### config.mk
export PLATFORM = sky130hd
export DESIGN_NAME = ssrf_ram
export DESIGN_NICKNAME = d
export VERILOG_FILES = /design/src/hw/rtl/string_slot_ring_fifo_unit_macros.svh /design/src/hw/rtl/ssrf_ram.sv
export SDC_FILE = /design/constraint.sdc
export NUM_CORES = 1
export LEC_CHECK = 0
export ABC_AREA = 1
export BUFFER_PORTS_ARGS = -buffer_cell sky130_fd_sc_hd__buf_4
export CAP_MARGIN = 0
export CELL_PAD_IN_SITES_DETAIL_PLACEMENT = 0
export CELL_PAD_IN_SITES_GLOBAL_PLACEMENT = 1
export CORE_MARGIN = 5
export CORE_UTILIZATION = 35
export CTS_CLUSTER_DIAMETER = 60
export DETAILED_ROUTE_END_ITERATION = 10
export PLACE_DENSITY = 0.6
export SLEW_MARGIN = 20
export SYNTH_ARGS = -nofsm -noshare
export SYNTH_HDL_FRONTEND = slang
export SYNTH_SLANG_ARGS = --single-unit
### constraint.sdc
create_clock -name clk -period 2.6 [get_ports clk]
set_input_delay 0.13 -clock clk [delete_from_list [all_inputs] [get_ports clk]]
set_output_delay 0.13 -clock clk [all_outputs]
set_load 0.01 [all_outputs]
### src/hw/rtl/string_slot_ring_fifo_unit_macros.svh
// Assertion macros for the string slot ring FIFO.
// Depends on nothing; included by the modules that carry assertions.
`ifndef STRING_SLOT_RING_FIFO_UNIT_MACROS_SVH
`define STRING_SLOT_RING_FIFO_UNIT_MACROS_SVH

// Same-cycle implication, disabled during reset.
`define SSRF_ASSERT_NOW(label, clk, rst_n, ante, cons) \
  label: assert property (@(posedge clk) disable iff (!rst_n) (ante) |-> (cons)) \
    else $error("ssrf assertion failed");

// Next-cycle implication, disabled during reset.
`define SSRF_ASSERT_NEXT(label, clk, rst_n, ante, cons) \
  label: assert property (@(posedge clk) disable iff (!rst_n) (ante) |=> (cons)) \
    else $error("ssrf assertion failed");

`endif

### src/hw/rtl/ssrf_ram.sv
// Generic simple dual-port RAM: one write port, one read port, registered read.
// Depends on nothing.
module ssrf_ram #(
  parameter int WIDTH = 8,
  parameter int DEPTH = 16
) (
  input  logic                     clk,
  input  logic                     we,
  input  logic [$clog2(DEPTH)-1:0] waddr,
  input  logic [WIDTH-1:0]         wdata,
  input  logic [$clog2(DEPTH)-1:0] raddr,
  output logic [WIDTH-1:0]         rdata
);

  logic [WIDTH-1:0] mem_r [DEPTH];
  logic [WIDTH-1:0] rdata_r;

  always_ff @(posedge clk) begin
    if (we) begin
      mem_r[waddr] <= wdata;
    end
    rdata_r <= mem_r[raddr];
  end

  assign rdata = rdata_r;

endmodule

==> Word level (Yosys, flattened, before mapping) <==
Memory sizes are Yosys's and may differ from the RTL's. A register that Yosys moved wholly into a read port is not among the register bits.
Index checks and enable logic that the tools add are counted.
{ "op_classes": {"n_div": 0, "n_eq_ne": 0, "n_lt_le_gt_ge": 0, "bitwise_logic": 0, "n_reduce_logical": 0, "shifts": 0, "mux": 2, "addsub": 0, "mul": 0} }
{ "ops": {"columns": ["operator", "n"], "rows": [
  ["$mux W1", 2]
]} }
{ "word_totals": {"memories": 1, "in_bits": 18, "ramBits": 128, "out_inout_bits": 8, "rom_bits": 0, "reg_bits": 0, "latchBits": 0, "word_cells": 3} }
{ "mem_list": {"columns": ["name", "words", "word_bits", "read_ports", "rd_clocked_by_memory_dff", "write_ports", "line", "source"], "rows": [
  ["mem_r", 16, 8, 1, 1, 1, "ssrf_ram.sv:15", "logic [WIDTH-1:0] mem_r [DEPTH];"]
]} }

==> Longest topological paths before layout <==
Gate-level depths: netlist of the first run.
{ "logic_depth": {"word_depth": 2, "depth_mapped": 8, "ltp_nobuf": 7} }

==> Worst setup path after synthesis of the first run <==
Ideal clock, no wire load.
{ "synth_timing": {"path_type": "input port to flip-flop", "start": "input waddr[2]", "end": "memory mem_r[10][0] (enable)", "t_arrival_ns": 0.711, "cell_stages": 2, "t_required_ns": 2.230, "setup_ns": 0.370, "setup_slack_ns": 1.519, "n_path_buf": 0, "path_cell_list": "nand3b_1 > nor2_1"} }
{ "synth_rtl": {"columns": ["item", "line", "source"], "rows": [
  ["from (decl)", "ssrf_ram.sv:9", "input logic [$clog2(DEPTH)-1:0] waddr,"],
  ["to (decl)", "ssrf_ram.sv:15", null]
]} }
No word-level cell before the write port.

==> metrics.md, run 1 <==
| Metric | Value |
|---|---|
| Detailed placer's ending HPWL | 7.94 mm |
| Largest net degree at the start of global routing | 65 |
| CTS tree | done |
| Placed cell area | 6190 µm² |
| Internal | around 4 mW |
| RSZ-0062 raised after global routing | no |
| Worst Setup Slack, final | 1500 ps |
| CP max-delay cell | buf_4 |
| Starting Density | 35.3% |
| Top_reg_cell synth | edfxtp_1 |
| Vias | 3660 |
| Crit Path Max Fanout | 64 |
| Net Count, Synth | 569 |
| Row count | 47 |
| Diode count | 0 |
| WP data required | between 2000 and 3000 ps |
| Iter 0 DRT Violations | between 200 and 300 |
| Max cap viols | 0 |
| GP Congestion | roughly 0.75 |
| FMAX | 908 MHz |
| Final Cycle Share | 42.4% |
| Most common cell in the netlist | nand2_1 |
| Slowest Stage Delay on Critical Path | between 500 and 600 ps |
| Initial antenna violation count | 0 |
| GR Overflow Total | 0 |
| Total routed wirelength | 13.1 mm |
| # resized after CTS | 0 |
| Core area | 16300 µm² |
| Top cell types by occurrence after synthesis | nand2_1, edfxtp_1, inv_1 |
| WS Path Type | input pin to flop |
| Syn Area/Cell | 10.5 µm² |
| First drt pass iteration count | 4 |
| Top Ports | 26 |
| Worst hold-check path type | input pin to flop |
| Total die area | ~19000 µm² |
| Period minus WS final | 1100 ps |
| Post-synthesis sequential area ratio | around 70% |
| Fin area | 6720 µm² |
| Die Y | 138 µm |
| Cts hold-fix bufs | 0 |
| Critical path launch point type | input pin |
| Max_slew headroom | between 50% and 60% |
| Overall routing resource usage | 14.2% |
| Overall power | 4.94 mW |
| First-pass GRT wire length | 20.7 mm |
| NetSw | 1.05 mW |
| Count of different cell masters after synthesis | 12 |
| Comb pwr share | 6.2% |
| Clk_skew | 9.35 ps |
| Final #Nets | 604 |
| H-tree levels | 4 |
| Final max-slew violation count | 0 |
| Fillers | ~1.6k |
| Peak VDD IR | 0.000470 V |
| Top cell by count, worst path | nand3_1 |
| Clock group share of total power | a little over two fifths |
| Outcome | complete, no violations |
| WL per Instance | 16.0 µm |
| Fraction of layout cells with a size suffix above 1 | between 10 and 15% |
| Mapped Cells | 551 |
| Mapped cell area | 5770 µm² |
| Number of remaining DRC errors | 0 |
| #FFs+latches synth | 136 |
| Buffers added on ports | 25 |
| Synth warn | 0 |
| Post-route setup TNS | 0 ps |
| Final count of hold timing violations | 0 |
| Area Growth Syn to Fin | 16.6% |
| Flop pwr share | ~50% |
| Cts bufs inserted | 17 |
| Ranking of synthesized cells by area | edfxtp_1, nand2_1, nand3_1 |
| Place WS | 1050 ps |
| Cell Pwr Density | 735 nW/µm² |
| Final setup vio count | 0 |
| CP Capture Type | flop |
| Switching share of power | between 20% and 30% |
| Hold Slack | 21.5 ps |
| Post-CTS setup buffers | 0 |
| Maximum root-to-sink buffer count | 2 |
| Clk Latency, worst-skew pair | between 400 and 500 ps |
| Final ANT Viol Nets | 0 |
| Leak Pwr | about 2.9 nW |
| Synth area leader | edfxtp_1 |
| Worst EP arrival | 1410 ps |
| Die Span X | 138 µm |
| Yosys top cell area share | 66.7% |
| CTS sink count | 136 |
| Vias in the first global route | 3592 |
| Clock transition at the registers of the reported paths | 50 ps |
| Vias/cell | 4.47 |
| FFs w/ async S/R, synth | 0% |
| Clock root buffer | clkbuf_16 |
| Worst slew pin tran | 744 ps |
| Cell Chain, Critical Path | buf_4, buf_4, nand2_1, nand3_1, nand3_1, nand3_1, nand2_1 |
| EDFF count, synth | 128 |
## path summary, 6_finish.rpt
path	startpoint	end	slack (ps)	depth (start not counted)
worst max-delay path	raddr[0]	rdata[3]$_DFF_P_	1500	7
worst min-delay path	wdata[5]	mem_r[4][5]$_DFFE_PP_	20	1
worst max register to register	mem_r[7][3]$_DFFE_PP_	rdata[3]$_DFF_P_	1560	6
worst min register to register	mem_r[13][1]$_DFFE_PP_	rdata[1]$_DFF_P_	670	6
## placed cells by master (no fill, tap or decap)
cell type and n:
buf_4 39, nand3_1 97, clkbuf_16 17, buf_12 1, nand3b_1 2, edfxtp_1 128, clkbuf_1 7, clkinv_2 2
inv_1 100, nor2_1 17, dfxtp_1 8, clkbuf_8 5, inv_2 2, clkinv_1 1, nand2_1 173
## layer usage
layer / GRT usage [%] / share of wire [%]
met4: 5.67 / 1.9
met5: 0 / 0
met2: 23.1 / 48
met3: 2.87 / 4.4
met1: 18.7 / 45
## layout make-up
type / count / area, µm² / area share [%]
clock inverter: 3 / 13.8 / 0.205
sequential: 136 / 4000 / 59.6
timing repair buffer: 40 / 313 / 4.65
inverter: 102 / 383 / 5.70
tap: 220 / 275 / 4.09
multi-input combinational: 289 / 1210 / 18.1
clock buffer: 29 / 520 / 7.74
## through the flow
| step | instances | util, % |
|---|---|---|
| global route | 819 | 41.1 |
| CTS | 819 | 41.1 |
| floorplan | 551 | - |
| finish | 819 | 41.1 |
| detailed placement | 787 | 37.9 |
| global placement | 787 | 37.9 |
## power by group through the flow
stage	logic [mW]	clock network (mW)	registers (mW)
2_1_floorplan	0.173	0	2.52
3_3_place_gp	0.314	0	2.51
5_1_grt	0.346	2.31	2.47
4_1_cts	0.316	2.20	2.47
3_5_place_dp	0.315	0	2.51
6_report	0.306	2.17	2.47
## logic make-up (layout without fill, tap and decap cells)
kind of cell  after synthesis  count (layout)  synth area share [%]
simple gates              289             289                  21.0
flops                     136             136                  69.4
buf+inv                   126             174                  9.52
## worst max-delay path: cells and delay by family
| kind | cells | cell delay, ps |
|---|---|---|
| buf+inv | 2 | 660 |
| simple gates | 5 | 600 |
## sequential cells by signal, summed over array words and instances, names as in the netlist
name and flops:
mem_r 128, rdata 8
Power figures use the tool's default switching activity.
==> run 2: changes to the inputs <==
--- a/config.mk
+++ b/config.mk
@@ -14,7 +14,7 @@
 export CORE_UTILIZATION = 35
 export CTS_CLUSTER_DIAMETER = 60
 export DETAILED_ROUTE_END_ITERATION = 10
-export PLACE_DENSITY = 0.6
+export PLACE_DENSITY = 0.62
 export SLEW_MARGIN = 20
 export SYNTH_ARGS = -nofsm -noshare
 export SYNTH_HDL_FRONTEND = slang
==> constraint.sdc (replaced) <==
create_clock -name clk -period 0.95 [get_ports clk]
set_input_delay 0.0475 -clock clk [delete_from_list [all_inputs] [get_ports clk]]
set_output_delay 0.0475 -clock clk [all_outputs]
set_load 0.01 [all_outputs]
==> metrics.md, run 2 (synthesized netlist as in run 1, its figures left out) <==
| Metric | Value |
|---|---|
| Worst hold-check path type | input pin to flop |
| First-pass GRT wire length | 22.2 mm |
| Largest delay contributor family on the critical path | simple AND/OR/NAND/NOR gates |
| Clock transition at the registers of the reported paths | 60 ps |
| Number of remaining DRC errors | 0 |
| WP depth | 6 |
| Fraction of layout cells with a size suffix above 1 | 20.7% |
| Switching share of power | around a fifth |
| Most frequent cells in the layout | nand2_1, edfxtp_1, inv_1 |
| Cell Chain, Critical Path | inv_1, nand2_1, nand3_1, nand3_1, nand3_1, nand2_1 |
| FMAX | 1070 MHz |
| Crit Path Max Fanout | 1 |
| Buffers added on ports | 25 |
| Maximum root-to-sink buffer count | 2 |
| Vias | 3883 |
| NetSw | between 3 and 4 mW |
| Cts bufs inserted | 17 |
| Placed cell area | 6530 µm² |
| Final core area utilization | roughly 45% |
| GP Congestion | 0.817 |
| Final count of hold timing violations | 0 |
| Diode count | 0 |
| GR Overflow Total | 0 |
| Clk Latency, worst-skew pair | 420 ps |
| Worst reg-to-reg path cell count | 6 |
| Flop pwr share | 46.7% |
| WS Path Type | flop to flop |
| Detailed placer's ending HPWL | approximately 9.4 mm |
| Overall routing resource usage | ~15% |
| Total die area | 19100 µm² |
| Critical path launch point type | flop |
| WL per Instance | 16.4 µm |
| Die Y | 138 µm |
| Total routed wirelength | 14.1 mm |
| CTS tree | done |
| Commonest non-fill, non-tap cell in the layout | nand2_1 |
| Peak VDD IR | 0.00115 V |
| Largest register FFs | between 100 and 150 |
| Vias/cell | 4.53 |
| Overall power | 14.5 mW |
| Leak Pwr | around 3.2 nW |
| Clock group share of total power | 46.0% |
| Bufs and invs on worst path | 1 |
| R2R Setup Slk | between 10 and 15 ps |
| Outcome | complete, no violations |
| Final Cycle Share | 98.6% |
| Starting Density | a little over a third |
| Worst EP arrival | 1240 ps |
| RSZ-0062 raised after global routing | yes |
| Clock root buffer | clkbuf_16 |
| Initial antenna violation count | 0 |
| CTS sink count | 136 |
| Core area | ~16000 µm² |
| Top Ports | 26 |
| First drt pass iteration count | 4 |
| Fin area | about 7300 µm² |
| Largest net degree at the start of global routing | 33 |
| Period minus WS final | 937 ps |
| Final ANT Viol Nets | 0 |
| Final max-slew violation count | 0 |
| Row count | 47 |
| H-tree levels | 4 |
| Vias in the first global route | 3920 |
| Largest register by flop count | mem_r |
| Comb pwr share | approximately 7.4% |
| CP max-delay cell | edfxtp_1 |
| Max_slew headroom | 75.8% |
| Slowest Stage Delay on Critical Path | 360 ps |
| WP data required | 1250 ps |
| Iter 0 DRT Violations | 248 |
| Top cell by count, worst path | nand3_1 |
| Final setup vio count | 0 |
| Final #Nets | 643 |
| Clk_skew | about 5.2 ps |
| Worst slew pin tran | about 360 ps |
| Hold Slack | 93.1 ps |
| CP Capture Type | flop |
| Cell Pwr Density | 1970 nW/µm² |
| Internal | about 11 mW |
| Die Span X | 138 µm |
| WHS Path Cells | 4 |
| Max cap viols | 0 |
| Area Growth Syn to Fin | 27.2% |
[run 2: path summary, 6_finish.rpt]
kind | from | endpoint
setup / recovery | mem_r[13][6]$_DFFE_PP_ | rdata[6]$_DFF_P_
hold / removal | raddr[3] | rdata[2]$_DFF_P_
setup reg to reg | mem_r[13][6]$_DFFE_PP_ | rdata[6]$_DFF_P_
hold reg to reg | mem_r[13][5]$_DFFE_PP_ | rdata[5]$_DFF_P_
[run 2: cell type report]
cell class              instances  area (µm²)
well taps                     220         275
fillers                      1579        9010
multi-input cells             289        1350
clock inverters                13         159
flip-flops and latches        136        4010
clock buffers                  19         433
repair buffers                 79         733
inverters                     102         383
[run 2: timing repair]
action                     in CTS  in global routing
pin swaps                       2                 14
setup buffers                   0                  0
gates resized for setup        13                 21
hold buffers                    7                  1
hold endpoints to repair      103                  1
setup endpoints to repair       7                 10
[run 2: power groups by stage]
| stage | logic (mW) | registers, mW | clock network [mW] |
|---|---|---|---|
| finish | 1.07 | 6.76 | 6.66 |
| floorplan | 0.475 | 6.88 | 0 |
| detailed placement | 1.01 | 6.88 | 0 |
| global route | 1.17 | 6.77 | 7.08 |
| CTS | 1.05 | 6.76 | 6.78 |
| global placement | 1.01 | 6.88 | 0 |
[run 2: tightest hold or removal path, delay by kind of cell]
family,cells,cell delay (ps)
buffers and inverters,2,290
AND/OR/NAND/NOR,2,140
[run 2: metrics by stage]
step                      setup TNS (ps)  cells  setup slack (ps)
after floorplan                    -4000    551             -48.3
after global placement            -11330    818              -200
after detailed placement          -12000    818              -190
after CTS                          -14.6    857             -9.94
after global routing                -409    858             -80.8
final                                  0    858              13.2
[run 2: metal layers]
metal / track usage, % / vias to the layer above / part of all wire (%)
li1: - / 1923 / -
met1: 21.1 / 1876 / 48
met2: 23.8 / 72 / 47
met3: 3.35 / 12 / 3.7
met4: 5.25 / 0 / 1.4
met5: 0 / - / 0
==> run 3: changes to the inputs <==
--- a/config.mk
+++ b/config.mk
@@ -5,16 +5,16 @@
 export SDC_FILE = /design/constraint.sdc
 export NUM_CORES = 1
 export LEC_CHECK = 0
-export ABC_AREA = 1
 export BUFFER_PORTS_ARGS = -buffer_cell sky130_fd_sc_hd__buf_4
 export CAP_MARGIN = 0
 export CELL_PAD_IN_SITES_DETAIL_PLACEMENT = 0
 export CELL_PAD_IN_SITES_GLOBAL_PLACEMENT = 1
 export CORE_MARGIN = 5
 export CORE_UTILIZATION = 35
-export CTS_CLUSTER_DIAMETER = 60
+export CTS_BUF_LIST = sky130_fd_sc_hd__clkbuf_8
+export CTS_CLUSTER_DIAMETER = 30
 export DETAILED_ROUTE_END_ITERATION = 10
-export PLACE_DENSITY = 0.62
+export PLACE_DENSITY = 0.57
 export SLEW_MARGIN = 20
 export SYNTH_ARGS = -nofsm -noshare
 export SYNTH_HDL_FRONTEND = slang
==> metrics.md, run 3 <==
| Metric | Value |
|---|---|
| Post-synthesis sequential area ratio | 77.8% |
| Count of different cell masters after synthesis | 19 |
| CP Capture Type | flop |
| Fin area | 6530 µm² |
| Mapped cell area | 5150 µm² |
| Mapped Cells | 229 |
| Leak Pwr | 2.15 nW |
| Clk_skew | 7.56 ps |
| First drt pass iteration count | 4 |
| Cell Chain, Critical Path | mux4_2, a22oi_2, nand2_1 |
| Slowest Stage Delay on Critical Path | slightly below 500 ps |
| Final count of hold timing violations | 0 |
| Vias in the first global route | between 2k and 3k |
| Area Growth Syn to Fin | 26.8% |
| First-pass GRT wire length | ~16 mm |
| Initial antenna violation count | 0 |
| Peak VDD IR | 0.000992 V |
| Cell Pwr Density | 1870 nW/µm² |
| Largest delay contributor family on the critical path | multiplexers |
| Clk Latency, worst-skew pair | 420 ps |
| Core area | between 10000 and 15000 µm² |
| Final Cycle Share | 132% |
| Yosys top cell area share | roughly 75% |
| WP data required | roughly 1300 ps |
| CTS tree | done |
| Total die area | 17200 µm² |
| Post-CTS setup buffers | 0 |
| Hold Path Origin | raddr[1] |
| WL per Instance | roughly 20 µm |
| Worst reg2reg path startpoint | mem_r[3][0]$_DFFE_PP_ |
| GP Congestion | 0.695 |
| Most frequent cells in the layout | edfxtp_1, mux4_2, buf_4 |
| Vias | 2445 |
| R2R Setup Slk | -300 ps |
| WHS Endpoint | rdata[3]$_DFF_P_ |
| Outcome | finished with violations |
| Diode count | 0 |
| Max_slew headroom | between 30% and 40% |
| Largest register FFs | 128 |
| Worst slew pin tran | 945 ps |
| WHS Path Cells | 4 |
| Synth warn | 0 |
| Final core area utilization | 45.1% |
| Final setup vio count | 8 |
| RSZ-0062 raised after global routing | yes |
| Worst Setup Slack, final | -301 ps |
| Ranking of synthesized cells by area | edfxtp_1, mux4_2, mux4_1 |
| Final max-slew violation count | 0 |
| Place WS | -534 ps |
| Most common cell in the netlist | edfxtp_1 |
| Row count | between 40 and 50 |
| WS Path Type | flop to flop |
| Top Ports | 26 |
| Top cell types by occurrence after synthesis | edfxtp_1, mux4_2, a22oi_1 |
| Buffers added on ports | 25 |
| Die Y | around 130 µm |
| Detailed placer's ending HPWL | ~6.7 mm |
| Worst EP arrival | roughly 1600 ps |
| Vias/cell | 4.89 |
| Clock transition at the registers of the reported paths | 70 ps |
| Fillers | 1226 |
| Clock root buffer | clkbuf_8 |
| Iter 0 DRT Violations | 200 |
| Synth area leader | edfxtp_1 |
| Total routed wirelength | 10.1 mm |
| Period minus WS final | around 1300 ps |
| EDFF count, synth | roughly 130 |
| Syn Area/Cell | 22.5 µm² |
| Placed cell area | roughly 6000 µm² |
| #FFs+latches synth | 136 |
| Reg-to-Reg End | rdata[0]$_DFF_P_ |
| Top_reg_cell synth | edfxtp_1 |
| Overall routing resource usage | 12.4% |
| GR Overflow Total | 0 |
| Critical path launch point type | flop |
| Crit Path Max Fanout | 1 |
| Worst hold-check path type | input pin to flop |
| Largest register by flop count | mem_r |
| FMAX | 800 MHz |
| Starting Density | between 30% and 40% |
| Net Count, Synth | 247 |
| Cts bufs inserted | 17 |
| Fraction of layout cells with a size suffix above 1 | 45.6% |
| Maximum root-to-sink buffer count | 2 |
| Failing checks | setup timing |
| Worst reg-to-reg path cell count | 3 |
| Number of remaining DRC errors | 0 |
| CTS sink count | 136 |
| Post-route setup TNS | -2240 ps |
| Die Span X | 131 µm |
| Largest net degree at the start of global routing | 17 |
| Bufs and invs on worst path | 0 |
| H-tree levels | 4 |
| CP max-delay cell | mux4_2 |
| Commonest non-fill, non-tap cell in the layout | edfxtp_1 |
| Max cap viols | 0 |
| Final #Nets | between 300 and 400 |
| Final ANT Viol Nets | 0 |
| FFs w/ async S/R, synth | 0% |
run 3: worst register-to-register path, delay by kind of cell, from the launching register on:
kind / cells / cell delay, ps
flip-flops: 1 / 370
multiplexers: 1 / 490
AO/OA/AOI/OAI: 1 / 190
AND/OR/NAND/NOR: 1 / 80
run 3: where the power goes:
| group | leakage (nW) | switching (mW) | internal, mW |
|---|---|---|---|
| Clock | 0.208 | 2.02 | 2.59 |
| Combinational | 0.715 | 0.414 | 0.447 |
| Sequential | 1.22 | 0.0501 | 6.71 |
| Total | 2.15 | 2.48 | 9.75 |
run 3: cell families after synthesis:
group | share of synthesized area [%]
compound gates | 2.33
buf+inv | 1.68
flops | 77.8
mux | 15.0
simple gates | 3.18
run 3: worst max path at each step:
stage	to	cells past startpoint	startpoint	slack (ps)
after global routing	rdata[7]$_DFF_P_	3	mem_r[8][7]$_DFFE_PP_	-360
final	rdata[0]$_DFF_P_	3	mem_r[3][0]$_DFFE_PP_	-300
after floorplan	mem_r[0][0]$_DFFE_PP_	2	waddr[2]	-200
after global placement	rdata[3]$_DFF_P_	5	raddr[0]	-560
after detailed placement	rdata[3]$_DFF_P_	5	raddr[0]	-530
after CTS	rdata[0]$_DFF_P_	3	mem_r[3][0]$_DFFE_PP_	-340
run 3: through the flow:
| stage | cells | power (mW) | hold WS [ps] |
|---|---|---|---|
| 2_1_floorplan | 229 | 7.27 | 146 |
| 3_3_place_gp | 460 | 7.67 | 357 |
| 3_5_place_dp | 460 | 7.68 | 366 |
| 4_1_cts | 500 | 12.3 | 81.4 |
| 5_1_grt | 500 | 12.7 | 128 |
| 6_report | 500 | 12.2 | 101 |
run 3: timing repair:
item | 4_1_cts | 5_1_grt
gates resized for setup | 16 | 7
pin swaps | 3 | 3
hold buffers | 8 | 0
setup endpoints to repair | 12 | 16
hold endpoints to repair | 128 | 0
run 3: area by class of cell:
class / count / area (µm²) / share of cell area [%]
multi-input cells: 83 / 1130 / 17.4
clock buffers: 18 / 248 / 3.80
flip-flops and latches: 136 / 4010 / 61.5
repair buffers: 65 / 763 / 11.7
clock inverters: 14 / 140 / 2.15
well taps: 184 / 230 / 3.53
run 3: layer usage:
| layer | GRT usage [%] | vias up | wire length (µm) |
|---|---|---|---|
| met1 | 16.3 | 1273 | 4510 |
| met2 | 20.0 | 57 | 5090 |
| met5 | 0 | - | 0 |
| met4 | 3.09 | 0 | 78 |
| li1 | - | 1109 | - |
| met3 | 4.32 | 6 | 444 |
