**config.mk**
```make
export PLATFORM = sky130hd
export DESIGN_NAME = ssrf_ctrl
export DESIGN_NICKNAME = d
export VERILOG_FILES = /design/src/hw/rtl/ssrf_pkg.sv /design/src/hw/rtl/ssrf_ctrl.sv
export VERILOG_INCLUDE_DIRS = /design/src /design/src/hw/rtl
export SDC_FILE = /design/constraint.sdc
export NUM_CORES = 1
export LEC_CHECK = 0
export BUFFER_PORTS_ARGS = -buffer_cell sky130_fd_sc_hd__buf_2
export CELL_PAD_IN_SITES_DETAIL_PLACEMENT = 2
export CELL_PAD_IN_SITES_GLOBAL_PLACEMENT = 2
export CORE_MARGIN = 10
export CORE_UTILIZATION = 30
export CTS_BUF_LIST = sky130_fd_sc_hd__clkbuf_16
export CTS_CLUSTER_DIAMETER = 60
export DETAILED_ROUTE_END_ITERATION = 8
export PLACE_DENSITY = 0.87
export SETUP_SLACK_MARGIN = 0.3
export SLEW_MARGIN = 20
export SYNTH_ARGS = -nofsm -noshare
export SYNTH_HDL_FRONTEND = slang
export SYNTH_SLANG_ARGS = --single-unit
```
**constraint.sdc**
```tcl
create_clock -name clk -period 4.4 [get_ports clk]
set_input_delay 0 -clock clk [delete_from_list [all_inputs] [get_ports clk]]
set_output_delay 0 -clock clk [all_outputs]
set_load 0.02 [all_outputs]
```
**src/hw/rtl/string_slot_ring_fifo_unit_macros.svh**
```systemverilog
// Assertion macros for the string slot ring FIFO.
// Depends on nothing; included by the modules that carry assertions.
`ifndef STRING_SLOT_RING_FIFO_UNIT_MACROS_SVH
`define STRING_SLOT_RING_FIFO_UNIT_MACROS_SVH

// Same-cycle implication, disabled during reset.
`define SSRF_ASSERT_NOW(label, clk, rst_n, ante, cons) \
  label: assert property (@(posedge clk) disable iff (!rst_n) (ante) |-> (cons)) \
    else $error("ssrf assertion failed");

// Next-cycle implication, disabled during reset.
`define SSRF_ASSERT_NEXT(label, clk, rst_n, ante, cons) \
  label: assert property (@(posedge clk) disable iff (!rst_n) (ante) |=> (cons)) \
    else $error("ssrf assertion failed");

`endif

```
**src/hw/rtl/ssrf_pkg.sv**
```systemverilog
// Package of the string slot ring FIFO: sizes, codes, structs and helpers.
// Depends on nothing.
package ssrf_pkg;

  localparam int SLOTS       = 16;
  localparam int SLOT_BYTES  = 256;
  localparam int IDX_W       = $clog2(SLOTS);
  localparam int POS_W       = $clog2(SLOT_BYTES);
  localparam int CNT_W       = $clog2(SLOTS + 1);
  localparam int BADDR_W     = IDX_W + POS_W;
  localparam int BYTE_W      = 8;
  localparam int LEN_W       = 8;
  localparam int CAP_W       = 5;
  localparam int STAT_W      = 2;
  localparam int TOTAL_W     = 32;
  localparam int CFG_IDX_W   = 1;
  localparam int CFG_DATA_W  = 8;

  localparam logic [CAP_W-1:0] CAP_RESET    = CAP_W'(10);
  localparam logic [LEN_W-1:0] MAXLEN_RESET = LEN_W'(255);
  localparam logic [BYTE_W-1:0] NUL_BYTE    = '0;

  typedef enum logic [CFG_IDX_W-1:0] {
    CFG_CAPACITY = 1'b0,
    CFG_MAX_LEN  = 1'b1
  } cfg_reg_t;

  typedef enum logic [STAT_W-1:0] {
    ST_OK    = 2'd0,
    ST_FULL  = 2'd1,
    ST_EMPTY = 2'd2
  } status_t;

  typedef enum logic {
    MODE_PUSH = 1'b0,
    MODE_POP  = 1'b1
  } mode_t;

  typedef enum logic {
    S_IDLE = 1'b0,
    S_BUSY = 1'b1
  } state_t;

  typedef struct packed {
    logic              mode;
    logic [BYTE_W-1:0] data;
    logic              eos;
  } item_t;

  typedef struct packed {
    logic [STAT_W-1:0]  status;
    logic [BYTE_W-1:0]  data_out;
    logic               last_byte;
    logic [CNT_W-1:0]   fill_count;
    logic [TOTAL_W-1:0] produced_total;
  } result_t;

  typedef struct packed {
    logic               byte_we;
    logic [BADDR_W-1:0] byte_waddr;
    logic [BYTE_W-1:0]  byte_wdata;
    logic [BADDR_W-1:0] byte_raddr;
    logic               len_we;
    logic [IDX_W-1:0]   len_waddr;
    logic [LEN_W-1:0]   len_wdata;
    logic [IDX_W-1:0]   len_raddr;
  } mem_req_t;

  function automatic logic [CNT_W-1:0] eff_cap(input logic [CAP_W-1:0] c);
    logic [CNT_W-1:0] r;
    if (c == '0) begin
      r = CNT_W'(1);
    end else if (CNT_W'(c) > CNT_W'(SLOTS)) begin
      r = CNT_W'(SLOTS);
    end else begin
      r = CNT_W'(c);
    end
    return r;
  endfunction

  function automatic logic [IDX_W-1:0] advance(input logic [IDX_W-1:0] idx,
                                               input logic [CNT_W-1:0] cap);
    logic [CNT_W-1:0] n;
    n = CNT_W'(idx) + CNT_W'(1);
    return (n >= cap) ? '0 : n[IDX_W-1:0];
  endfunction

endpackage

```
**src/hw/rtl/ssrf_ctrl.sv**
```systemverilog
// Pointer and counter state of the string slot ring FIFO, and the
// read-modify-write step over the slot memories. Depends on ssrf_pkg.
`include "string_slot_ring_fifo_unit_macros.svh"

module ssrf_ctrl (
  input  logic                            clk,
  input  logic                            rst_n,
  input  logic                            commit_i,
  input  ssrf_pkg::item_t                 item_i,
  input  logic [ssrf_pkg::CAP_W-1:0]      capacity_i,
  input  logic [ssrf_pkg::LEN_W-1:0]      max_len_i,
  input  logic [ssrf_pkg::BYTE_W-1:0]     byte_rdata_i,
  input  logic [ssrf_pkg::LEN_W-1:0]      len_rdata_i,
  output ssrf_pkg::mem_req_t              mem_o,
  output ssrf_pkg::result_t               res_o
);

  logic [ssrf_pkg::IDX_W-1:0]   tail_r, tail_nxt;
  logic [ssrf_pkg::IDX_W-1:0]   head_r, head_nxt;
  logic [ssrf_pkg::CNT_W-1:0]   count_r, count_nxt;
  logic [ssrf_pkg::POS_W-1:0]   wpos_r, wpos_nxt;
  logic                         ended_r, ended_nxt;
  logic [ssrf_pkg::POS_W-1:0]   rpos_r, rpos_nxt;
  logic [ssrf_pkg::TOTAL_W-1:0] total_r, total_nxt;
  logic [ssrf_pkg::CNT_W-1:0]   cap;

  assign cap = ssrf_pkg::eff_cap(capacity_i);

  always_comb begin
    tail_nxt  = tail_r;
    head_nxt  = head_r;
    count_nxt = count_r;
    wpos_nxt  = wpos_r;
    ended_nxt = ended_r;
    rpos_nxt  = rpos_r;
    total_nxt = total_r;

    mem_o            = '0;
    mem_o.byte_raddr = {head_r, rpos_r};
    mem_o.len_raddr  = head_r;
    mem_o.byte_waddr = {tail_r, wpos_r};
    mem_o.byte_wdata = item_i.data;
    mem_o.len_waddr  = tail_r;

    res_o        = '0;
    res_o.status = ssrf_pkg::ST_OK;

    if (item_i.mode == ssrf_pkg::MODE_PUSH) begin
      if (count_r >= cap) begin
        res_o.status = ssrf_pkg::ST_FULL;
      end else begin
        if (item_i.data == ssrf_pkg::NUL_BYTE) begin
          ended_nxt = 1'b1;
        end else if (!ended_r && (wpos_r < max_len_i)) begin
          mem_o.byte_we = commit_i;
          wpos_nxt      = wpos_r + ssrf_pkg::POS_W'(1);
        end
        if (item_i.eos) begin
          mem_o.len_we    = commit_i;
          mem_o.len_wdata = ssrf_pkg::LEN_W'(wpos_nxt);
          tail_nxt        = ssrf_pkg::advance(tail_r, cap);
          count_nxt       = count_r + ssrf_pkg::CNT_W'(1);
          total_nxt       = total_r + ssrf_pkg::TOTAL_W'(1);
          wpos_nxt        = '0;
          ended_nxt       = 1'b0;
        end
      end
    end else begin
      if (count_r == '0) begin
        res_o.status = ssrf_pkg::ST_EMPTY;
      end else begin
        if (ssrf_pkg::LEN_W'(rpos_r) < len_rdata_i) begin
          res_o.data_out = byte_rdata_i;
          rpos_nxt       = rpos_r + ssrf_pkg::POS_W'(1);
        end
        if (ssrf_pkg::LEN_W'(rpos_nxt) >= len_rdata_i) begin
          res_o.last_byte = 1'b1;
          rpos_nxt        = '0;
          head_nxt        = ssrf_pkg::advance(head_r, cap);
          count_nxt       = count_r - ssrf_pkg::CNT_W'(1);
        end
      end
    end

    res_o.fill_count     = count_nxt;
    res_o.produced_total = total_nxt;
  end

  always_ff @(posedge clk) begin
    if (!rst_n) begin
      tail_r  <= '0;
      head_r  <= '0;
      count_r <= '0;
      wpos_r  <= '0;
      ended_r <= 1'b0;
      rpos_r  <= '0;
      total_r <= '0;
    end else if (commit_i) begin
      tail_r  <= tail_nxt;
      head_r  <= head_nxt;
      count_r <= count_nxt;
      wpos_r  <= wpos_nxt;
      ended_r <= ended_nxt;
      rpos_r  <= rpos_nxt;
      total_r <= total_nxt;
    end
  end

  `SSRF_ASSERT_NOW(a_count_bound, clk, rst_n, 1'b1, count_r <= ssrf_pkg::CNT_W'(ssrf_pkg::SLOTS))
  `SSRF_ASSERT_NEXT(a_hold_idle, clk, rst_n, !commit_i, $stable(count_r) && $stable(head_r) && $stable(tail_r))
  `SSRF_ASSERT_NEXT(a_full_keeps, clk, rst_n, commit_i && res_o.status == ssrf_pkg::ST_FULL, $stable(wpos_r) && $stable(total_r))
  `SSRF_ASSERT_NOW(a_last_ok, clk, rst_n, res_o.last_byte, res_o.status == ssrf_pkg::ST_OK && !mem_o.byte_we && !mem_o.len_we)

endmodule

```
==> Yosys cells after proc, flatten, opt, wreduce, memory -nomap -nowiden <==
Index checks and enable logic that the tools add are counted.
Widths: inputs -> output; s select.
{ "totals": {"inputBits": 42, "ff_bits": 62, "out_inout_bits": 98} }
{ "op_classes": {"bitwise_logic": 3, "reduce_logical": 11, "muxes": 38, "magnitude_cmp": 7, "addsub": 7} }
{ "op_table": {"columns": ["op", "n"], "rows": [
  ["$mux 32", 3],
  ["$mux 8", 11],
  ["$mux 5", 7],
  ["$add 32x1->32 const B", 1],
  ["$mux 9", 2],
  ["$add 8x1->8 const B", 2],
  ["$lt 8x8->1", 2],
  ["$ge 5x5->1", 3],
  ["$reduce_and 4->1", 3],
  ["$mux 1", 11],
  ["$add 4x1->5 const B", 2],
  ["$logic_not 5->1", 2],
  ["$ge 8x8->1", 1],
  ["$logic_not 8->1", 1],
  ["$mux 4", 2],
  ["$reduce_and 3->1", 2],
  ["$add 5x1->5 const B", 1],
  ["$gt 5x5->1 const B", 1],
  ["$sub 5x1->5 const B", 1],
  ["$mux 2", 2],
  ["$not 1->1", 3],
  ["$reduce_bool 2->1", 1],
  ["$logic_and 1x1->1", 1],
  ["$logic_not 1->1", 1]
]} }

==> Logic depth before layout (Yosys ltp) <==
Gate-level depths: netlist of the first run.
{ "depth": {"depth_word": 8, "mapped_depth": 16, "mapped_depth_nobuf": 15} }

==> Least setup slack after synthesis of the first run <==
No wires, ideal clock.
{ "synth_path": {"kind": "register to register", "start": "reg rpos_r[4] (netlist bit)", "end": "reg rpos_r[4] (netlist bit)", "slack_ps": 426, "arrival_time_ps": 3904, "setup_ps": 70, "t_required_ps": 4330, "path_stages_with_launch": 15, "n_path_buf": 2, "path_cell_list": "dfxtp_1 ha_1 or4_1 a21oi_1 o31a_1 clkbuf_1 clkbuf_1 xnor2_1 ha_1 nand2b_1 a2111oi_0 o31a_1 nand2_1 or4_1 a21oi_1"} }
{ "synth_via": {"elab_chain_len": 6, "elab_cells_between_ends": 7, "cone_classes": "add/sub: 1; order compare: 2; mux: 4"} }
{ "synth_rtl": {"columns": ["item", "line_no", "rtl"], "rows": [
  ["start: declaration", "ssrf_ctrl.sv:23", "logic [ssrf_pkg::POS_W-1:0] rpos_r, rpos_nxt;"],
  ["start signal: assignment", "ssrf_ctrl.sv:104", "rpos_r <= rpos_nxt;"],
  ["$add 8x1->8 or $lt 8x8->1 (tied branches)", "ssrf_ctrl.sv:74, ssrf_ctrl.sv:72", null],
  ["$mux 8 (*)", "ssrf_ctrl.sv:72", "if (ssrf_pkg::LEN_W'(rpos_r) < len_rdata_i) begin"],
  ["$mux 8 (*)", "ssrf_ctrl.sv:69", "if (count_r == '0) begin"],
  ["$mux 8 (*)", "ssrf_ctrl.sv:48", "if (item_i.mode == ssrf_pkg::MODE_PUSH) begin"],
  ["$ge 8x8->1", "ssrf_ctrl.sv:76", "if (ssrf_pkg::LEN_W'(rpos_nxt) >= len_rdata_i) begin"],
  ["$mux 8 (*)", "ssrf_ctrl.sv:76", null]
]} }
Every way passes the cells marked *; elsewhere a longest branch is shown, timed or not. The select of a mux whose other input is x is not followed.
A chain may end at the register's enable or synchronous reset.

==> Worst setup path after layout of the first run <==
{ "layout_path": {"start": "reg rpos_r[4] (netlist bit)", "end": "reg head_r[1] (netlist bit)"} }
{ "layout_via": {"elab_chain_len": 6, "elab_cells_between_ends": 7, "cone_classes": "add/sub: 1; order compare: 2; mux: 3; reduce/logical: 1"} }
{ "layout_rtl": {"columns": ["item", "line_no", "rtl"], "rows": [
  ["$add 8x1->8 or $lt 8x8->1 (tied branches)", "ssrf_ctrl.sv:74, ssrf_ctrl.sv:72", null],
  ["$mux 8 (*)", "ssrf_ctrl.sv:72", null],
  ["$mux 8 (*)", "ssrf_ctrl.sv:69", null],
  ["$mux 8 (*)", "ssrf_ctrl.sv:48", null],
  ["$ge 8x8->1 (*)", "ssrf_ctrl.sv:76", null],
  ["$reduce_and 4->1 (no source line) (*)", null, null],
  ["end signal: assignment", "ssrf_ctrl.sv:100", "head_r <= head_nxt;"],
  ["end: declaration", "ssrf_ctrl.sv:19", "logic [ssrf_pkg::IDX_W-1:0] head_r, head_nxt;"]
]} }
Marked as above.

==> impl_metrics.toml, run 1 <==
[outcome]
status = "finished, final reports clean"

[cts]
htree_levels = 3
tritoncts = "built"
clock_sinks = 62
clock_latency_ns = 0.34
cts.reportedPaths.clkPinSlew_ns = 0.06
max-clock-path-buffers = 2
cts_made_buffers = 9
cts_root_buffer = "clkbuf_16"

[sta]
hold_violations = 0
slew_headroom_pct = 27.0
fin_skew_ns = 0.00719
period_minus_slack_ns = 4.12
clock.fmax_mhz = 243
final-max-slew-violation-count = 0
worst_pin_slew_ns = 1.09
post-route-period-util_pct = 93.7
grt_setup_unrepaired = "false"
postLayoutSetupSlackWorst_ns = 0.279
setup_violations = 0

[worst_setup_path]
crit_chain = "ha_4 -> or4_4 -> a21oi_4 -> o31a_4 -> buf_4 -> nand2_1 -> nor2_1 -> xor2_1 -> ha_1 -> nand4_1 -> o31a_1 -> buf_4 -> buf_4 -> or4b_2 -> a21oi_2"
critical_path_class = "register to register"
required_ns = 4.65
path_buf_inv = 3
worstPathArrival_ns = 4.37
worstSetupEndpointType = "register"
cpMostUsedCell = "buf_4"
crit_fanout = 6
cp_slowest_cell = "or4b_2"
critPathLaunchType = "register"
cp_top_family = "simple AND/OR/NAND/NOR gates"
max_stage_delay_ns = 0.71

[synth]
synth_nets = 763
synth_area_leaders = "dfxtp_1 (24%), ha_1 (11%), xor2_1 (6.6%), xnor2_1 (6.2%), nor2_1 (5.0%)"
synth_area_sq_um = 5070
syn_inst = 677
synth_top_area_share_pct = 24.5
yosysWarnings = 0
synth.distinct_cells = 59
seq_area_frac_synth_pct = 24.5
synth_edf_count = 0
ys_ff_latch = 62
synth_most_common_cell = "nor2_1"
synthArstFlopShare_pct = 0
synth.avg_cell_area_sq_um = 7.49
synth_area_leader_cell = "dfxtp_1"
synthFlopType = "dfxtp_1"
synthTopCellsByCount = "nor2_1 (68), dfxtp_1 (62), nand2_1 (54)"

[detailed_routing]
wl_per_cell_um = 20.8
drc = 0
avgViaCountPerCell = 5.32
wl_met1_um = 9010
drtPass1Iterations = 4
top_layer_used = "met4"
drt-initial-drc-count = 165
ant_nets = 0
vias = 5442
wl_met3_um = 832
routed_wl_um = 21200
dr_wl_met2_um = 11000

[floorplanning]
die_h_um = 150
die_x_um = 150
die_area_sq_um = 22500
row_count = 47
start_util_pct = 30.6
io_pins = 140
core_area_sq_um = 16600

[pwr]
total_power_uw = 1550
power_density_nw_per_um2 = 243
peakVddDrop_mv = 0.206
power_leakage_uw = 0.00297

[final_layout]
post-route-util_pct = 38.4
seq_area_sq_um = 1250
instances_no_fill = 1023
nets = 884
final_area_sq_um = 6370
n_fill_cell = 1989
multi_input_area_sq_um = 3550
drive_gt1_share_pct = 25.9
area_growth_pct = 25.5
n_antenna_cell = 0

[placement]
globalplace.congestion = 0.824
dpl.hpwl_um = 14400
dp_cells = 994
io_buffers = 139
pre_cts_slack_ns = -0.0745
placed_cell_area_sq_um = 5840

[hold_path]
hold_class = "primary input to register"

[grt]
grt_usage_pct = 17.5
grt_pass1_wl_um = 31900
grt_max_degree = 33
grt_antenna_before_repair = 0
grt_pass1_vias = 5910
grt_overflow = 0

[run]
cap_violations = 0
==> through the flow <==
stage          setup TNS, ns  hold slack, ns
2_1_floorplan              0           0.113
3_3_place_gp               0           0.242
3_5_place_dp          -0.135           0.244
4_1_cts                    0          0.0311
5_1_grt                    0          0.0437
6_report                   0          0.0416
==> final cells by class <==
type | instances | area share, %
multi-input cells | 534 | 55.7
flip-flops and latches | 62 | 19.7
repair buffers | 161 | 13.6
well taps | 220 | 4.32
clock buffers | 9 | 3.54
inverters | 30 | 1.77
clock inverters | 7 | 1.40
==> power by group <==
part | leakage, uW | switching, uW | total [uW] | internal [uW]
Sequential | 0.000502 | 7.88 | 572 | 564
Combinational | 0.00232 | 129 | 197 | 67.1
Clock | 0.000149 | 288 | 780 | 492
Total | 0.00297 | 426 | 1550 | 1120
==> path summary, 6_finish.rpt <==
path	slack (ns)	end	start	cells after the start
setup / recovery	0.28	head_r[1]$_SDFFE_PN0P_	rpos_r[4]$_SDFFE_PN0P_	15
hold / removal	0.04	count_r[4]$_SDFFE_PN0P_	rst_n	2
hold reg to reg	0.51	tail_r[3]$_SDFFE_PN0P_	tail_r[3]$_SDFFE_PN0P_	2
setup reg to reg	0.28	head_r[1]$_SDFFE_PN0P_	rpos_r[4]$_SDFFE_PN0P_	15
==> registers in the layout (all words and copies together) (netlist names) <==
register  cells
total_r      32
rpos_r        8
tail_r        4
head_r        4
count_r       5
wpos_r        8
ended_r       1
==> placed cells by master, fill, tap and decap left out, types with 18 or more instances in the layout <==
cell type,count
a21oi_1,41
and3_1,18
buf_2,138
buf_4,22
dfxtp_1,58
ha_1,43
inv_1,29
nand2_1,52
nand3_1,31
nor2_1,67
nor3_1,43
o21ai_0,28
xnor2_1,36
xor2_1,38
==> cell families after synthesis <==
logic type	share of synthesized area (%)
AO/OA/AOI/OAI	15.0
XOR/XNOR	12.8
adder cells (fa/ha/maj)	10.9
buffers and inverters	7.50
flip-flops	24.5
multiplexers	0.814
AND/OR/NAND/NOR	28.6
==> metal layers <==
metal	vias to the layer above	global-route usage, %
li1	2614	-
met1	2691	20.4
met2	110	31.4
met3	27	3.53
met4	0	5.15
met5	-	0
==> worst reg2reg max path, cell delays in order, from the launching register on <==
cell and delay [ns]:
dfxtp_4 0.37, ha_4 0.18, or4_4 0.56, a21oi_4 0.17
o31a_4 0.21, buf_4 0.12, nand2_1 0.07, nor2_1 0.15
xor2_1 0.10, ha_1 0.35, nand4_1 0.17, o31a_1 0.42
buf_4 0.17, buf_4 0.13, or4b_2 0.71, a21oi_2 0.15
==> what timing repair did <==
item	CTS	global route
setup buffers	8	5
gates resized for setup	3	26
pin swaps	2	8
setup endpoints to repair	20	15
hold buffers	0	0
(Power assumes the default switching activity.)
==> inputs of run 2 (changes only) <==
- CORE_ASPECT_RATIO: default -> 1.4
==> impl_metrics.toml, run 2 (same netlist as run 1, synthesis figures left out) <==
[detailed_routing]
avgViaCountPerCell = 5.42
drc = 0
drt-initial-drc-count = 181
drtPass1Iterations = 4
vias = 5488
routed_wl_um = 20400
ant_nets = 0
wl_per_cell_um = 20.2

[sta]
post-route-period-util_pct = 91.9
setup_violations = 0
final-max-slew-violation-count = 0
worst_pin_slew_ns = 1.00
hold_violations = 0
final.setup.tns_ns = 0
slew_headroom_pct = 33.2
period_minus_slack_ns = 4.04
clock.fmax_mhz = 247
fin_skew_ns = 0.00828
grt_setup_unrepaired = "true"

[final_layout]
layout_common_cells = "buf_2 (137), nor2_1 (66), dfxtp_1 (58), nand2_1 (53), a21oi_1 (44)"
final_area_sq_um = 6400
largest_reg_flops = 32
n_antenna_cell = 0
drive_gt1_share_pct = 26.2
area_growth_pct = 26.2
instances_no_fill = 1013
final_common_cell = "buf_2"
regMostFlops = "total_r"
nets = 892
top_regs = "total_r: 32 flops, rpos_r: 8 flops, wpos_r: 8 flops"

[cts]
clock_sinks = 62
max-clock-path-buffers = 2
cts_root_buffer = "clkbuf_16"
cts.reportedPaths.clkPinSlew_ns = 0.06
htree_levels = 3
cts_made_buffers = 9
hold_buffers = 0
clock_latency_ns = 0.33
tritoncts = "built"

[grt]
grt_pass1_wl_um = 30200
grt_usage_pct = 16.4
grt_overflow = 0
grt_pass1_vias = 5835
grt_max_degree = 36
grt_antenna_before_repair = 1

[hold_path]
hp-start = "rst_n"
holdPathEnd = "count_r[3]$_SDFFE_PN0P_"
hold_class = "primary input to register"
hold_path_depth = 2

[worst_setup_path]
crit_fanout = 8
rr_endpoint = "head_r[1]$_SDFFE_PN0P_"
worstSetupEndpointType = "output pin"
r2r_cells = 14
r2r-start = "rpos_r[2]$_SDFFE_PN0P_"
rrSetupSlack_ns = 0.43
worstPathArrival_ns = 4.04
critPathLaunchType = "register"
required_ns = 4.40
critical_path_class = "register to output pin"

[placement]
placed_cell_area_sq_um = 5830
dp_cells = 978
io_buffers = 139
dpl.hpwl_um = 14200
globalplace.congestion = 0.808

[pwr]
peakVddDrop_mv = 0.136
power_density_nw_per_um2 = 229
power_leakage_uw = 0.00297
total_power_uw = 1460

[run]
cap_violations = 0

[floorplanning]
core_area_sq_um = 16700
die_area_sq_um = 22600
io_pins = 140
start_util_pct = 30.4
die_x_um = 130
row_count = 56
die_h_um = 174

[outcome]
status = "finished, final reports clean"
-- run 2: metrics by stage --
stage	hold slack, ns	setup WS [ns]	util [%]
after floorplan	0.113	0.426	-
after global placement	0.239	0.572	35.0
after detailed placement	0.239	0.370	35.0
after CTS	0.0135	0.275	36.9
after global routing	0.0338	0.133	38.4
final	0.0247	0.356	38.4
-- run 2: area by class of cell --
cell class / count / area, sq um
Clock inverter: 6 / 55.1
Sequential cell: 62 / 1250
Fill cell: 2000 / 10300
Tap cell: 203 / 254
Multi-Input combinational cell: 534 / 3570
Clock buffer: 9 / 225
Timing Repair Buffer: 169 / 933
Inverter: 30 / 113
-- run 2: worst max path at each step --
stage | start | to | slack, ns | cells after the start
floorplan | rpos_r[4]$_SDFFE_PN0P_ | rpos_r[4]$_SDFFE_PN0P_ | 0.43 | 14
global placement | rpos_r[2]$_SDFFE_PN0P_ | rpos_r[5]$_SDFFE_PN0P_ | 0.57 | 12
detailed placement | rpos_r[2]$_SDFFE_PN0P_ | count_r[4]$_SDFFE_PN0P_ | 0.37 | 13
CTS | rpos_r[4]$_SDFFE_PN0P_ | res_o[36] | 0.28 | 14
global route | rpos_r[2]$_SDFFE_PN0P_ | res_o[35] | 0.13 | 17
finish | rpos_r[2]$_SDFFE_PN0P_ | res_o[34] | 0.36 | 18
-- run 2: report_power, final --
group / internal, uW / total (uW) / switching [uW]
sequential: 564 / 571 / 7.67
clock: 429 / 696 / 267
combinational: 70.4 / 197 / 127
-- run 2: routing by layer --
| metal | vias to the layer above | GRT usage [%] | wire length [um] |
|---|---|---|---|
| li1 | 2631 | - | - |
| met1 | 2709 | 17.1 | 7910 |
| met2 | 113 | 31.5 | 11300 |
| met3 | 33 | 3.03 | 824 |
| met4 | 2 | 4.84 | 405 |
| met5 | - | 0 | 20 |
-- run 2: critical path: stages (launching register included) --
cell     delay [ns]
dfxtp_4        0.38
ha_2           0.28
or3_1          0.35
a21oi_1        0.16
o31a_1         0.33
buf_6          0.17
nand2_1        0.10
nor2_2         0.16
xor2_1         0.20
ha_1           0.27
a21oi_1        0.17
o21a_1         0.20
buf_4          0.13
o31ai_4        0.08
buf_4          0.16
nand3_1        0.08
a21oi_1        0.10
a31o_2         0.23
buf_2          0.16
-- run 2: what timing repair did --
action / in CTS / in global routing
endpoints found under the setup margin: 4 / 12
setup buffers: 1 / 18
gates cloned: 0 / 1
pin swaps: 2 / 11
gates resized for setup: 8 / 25
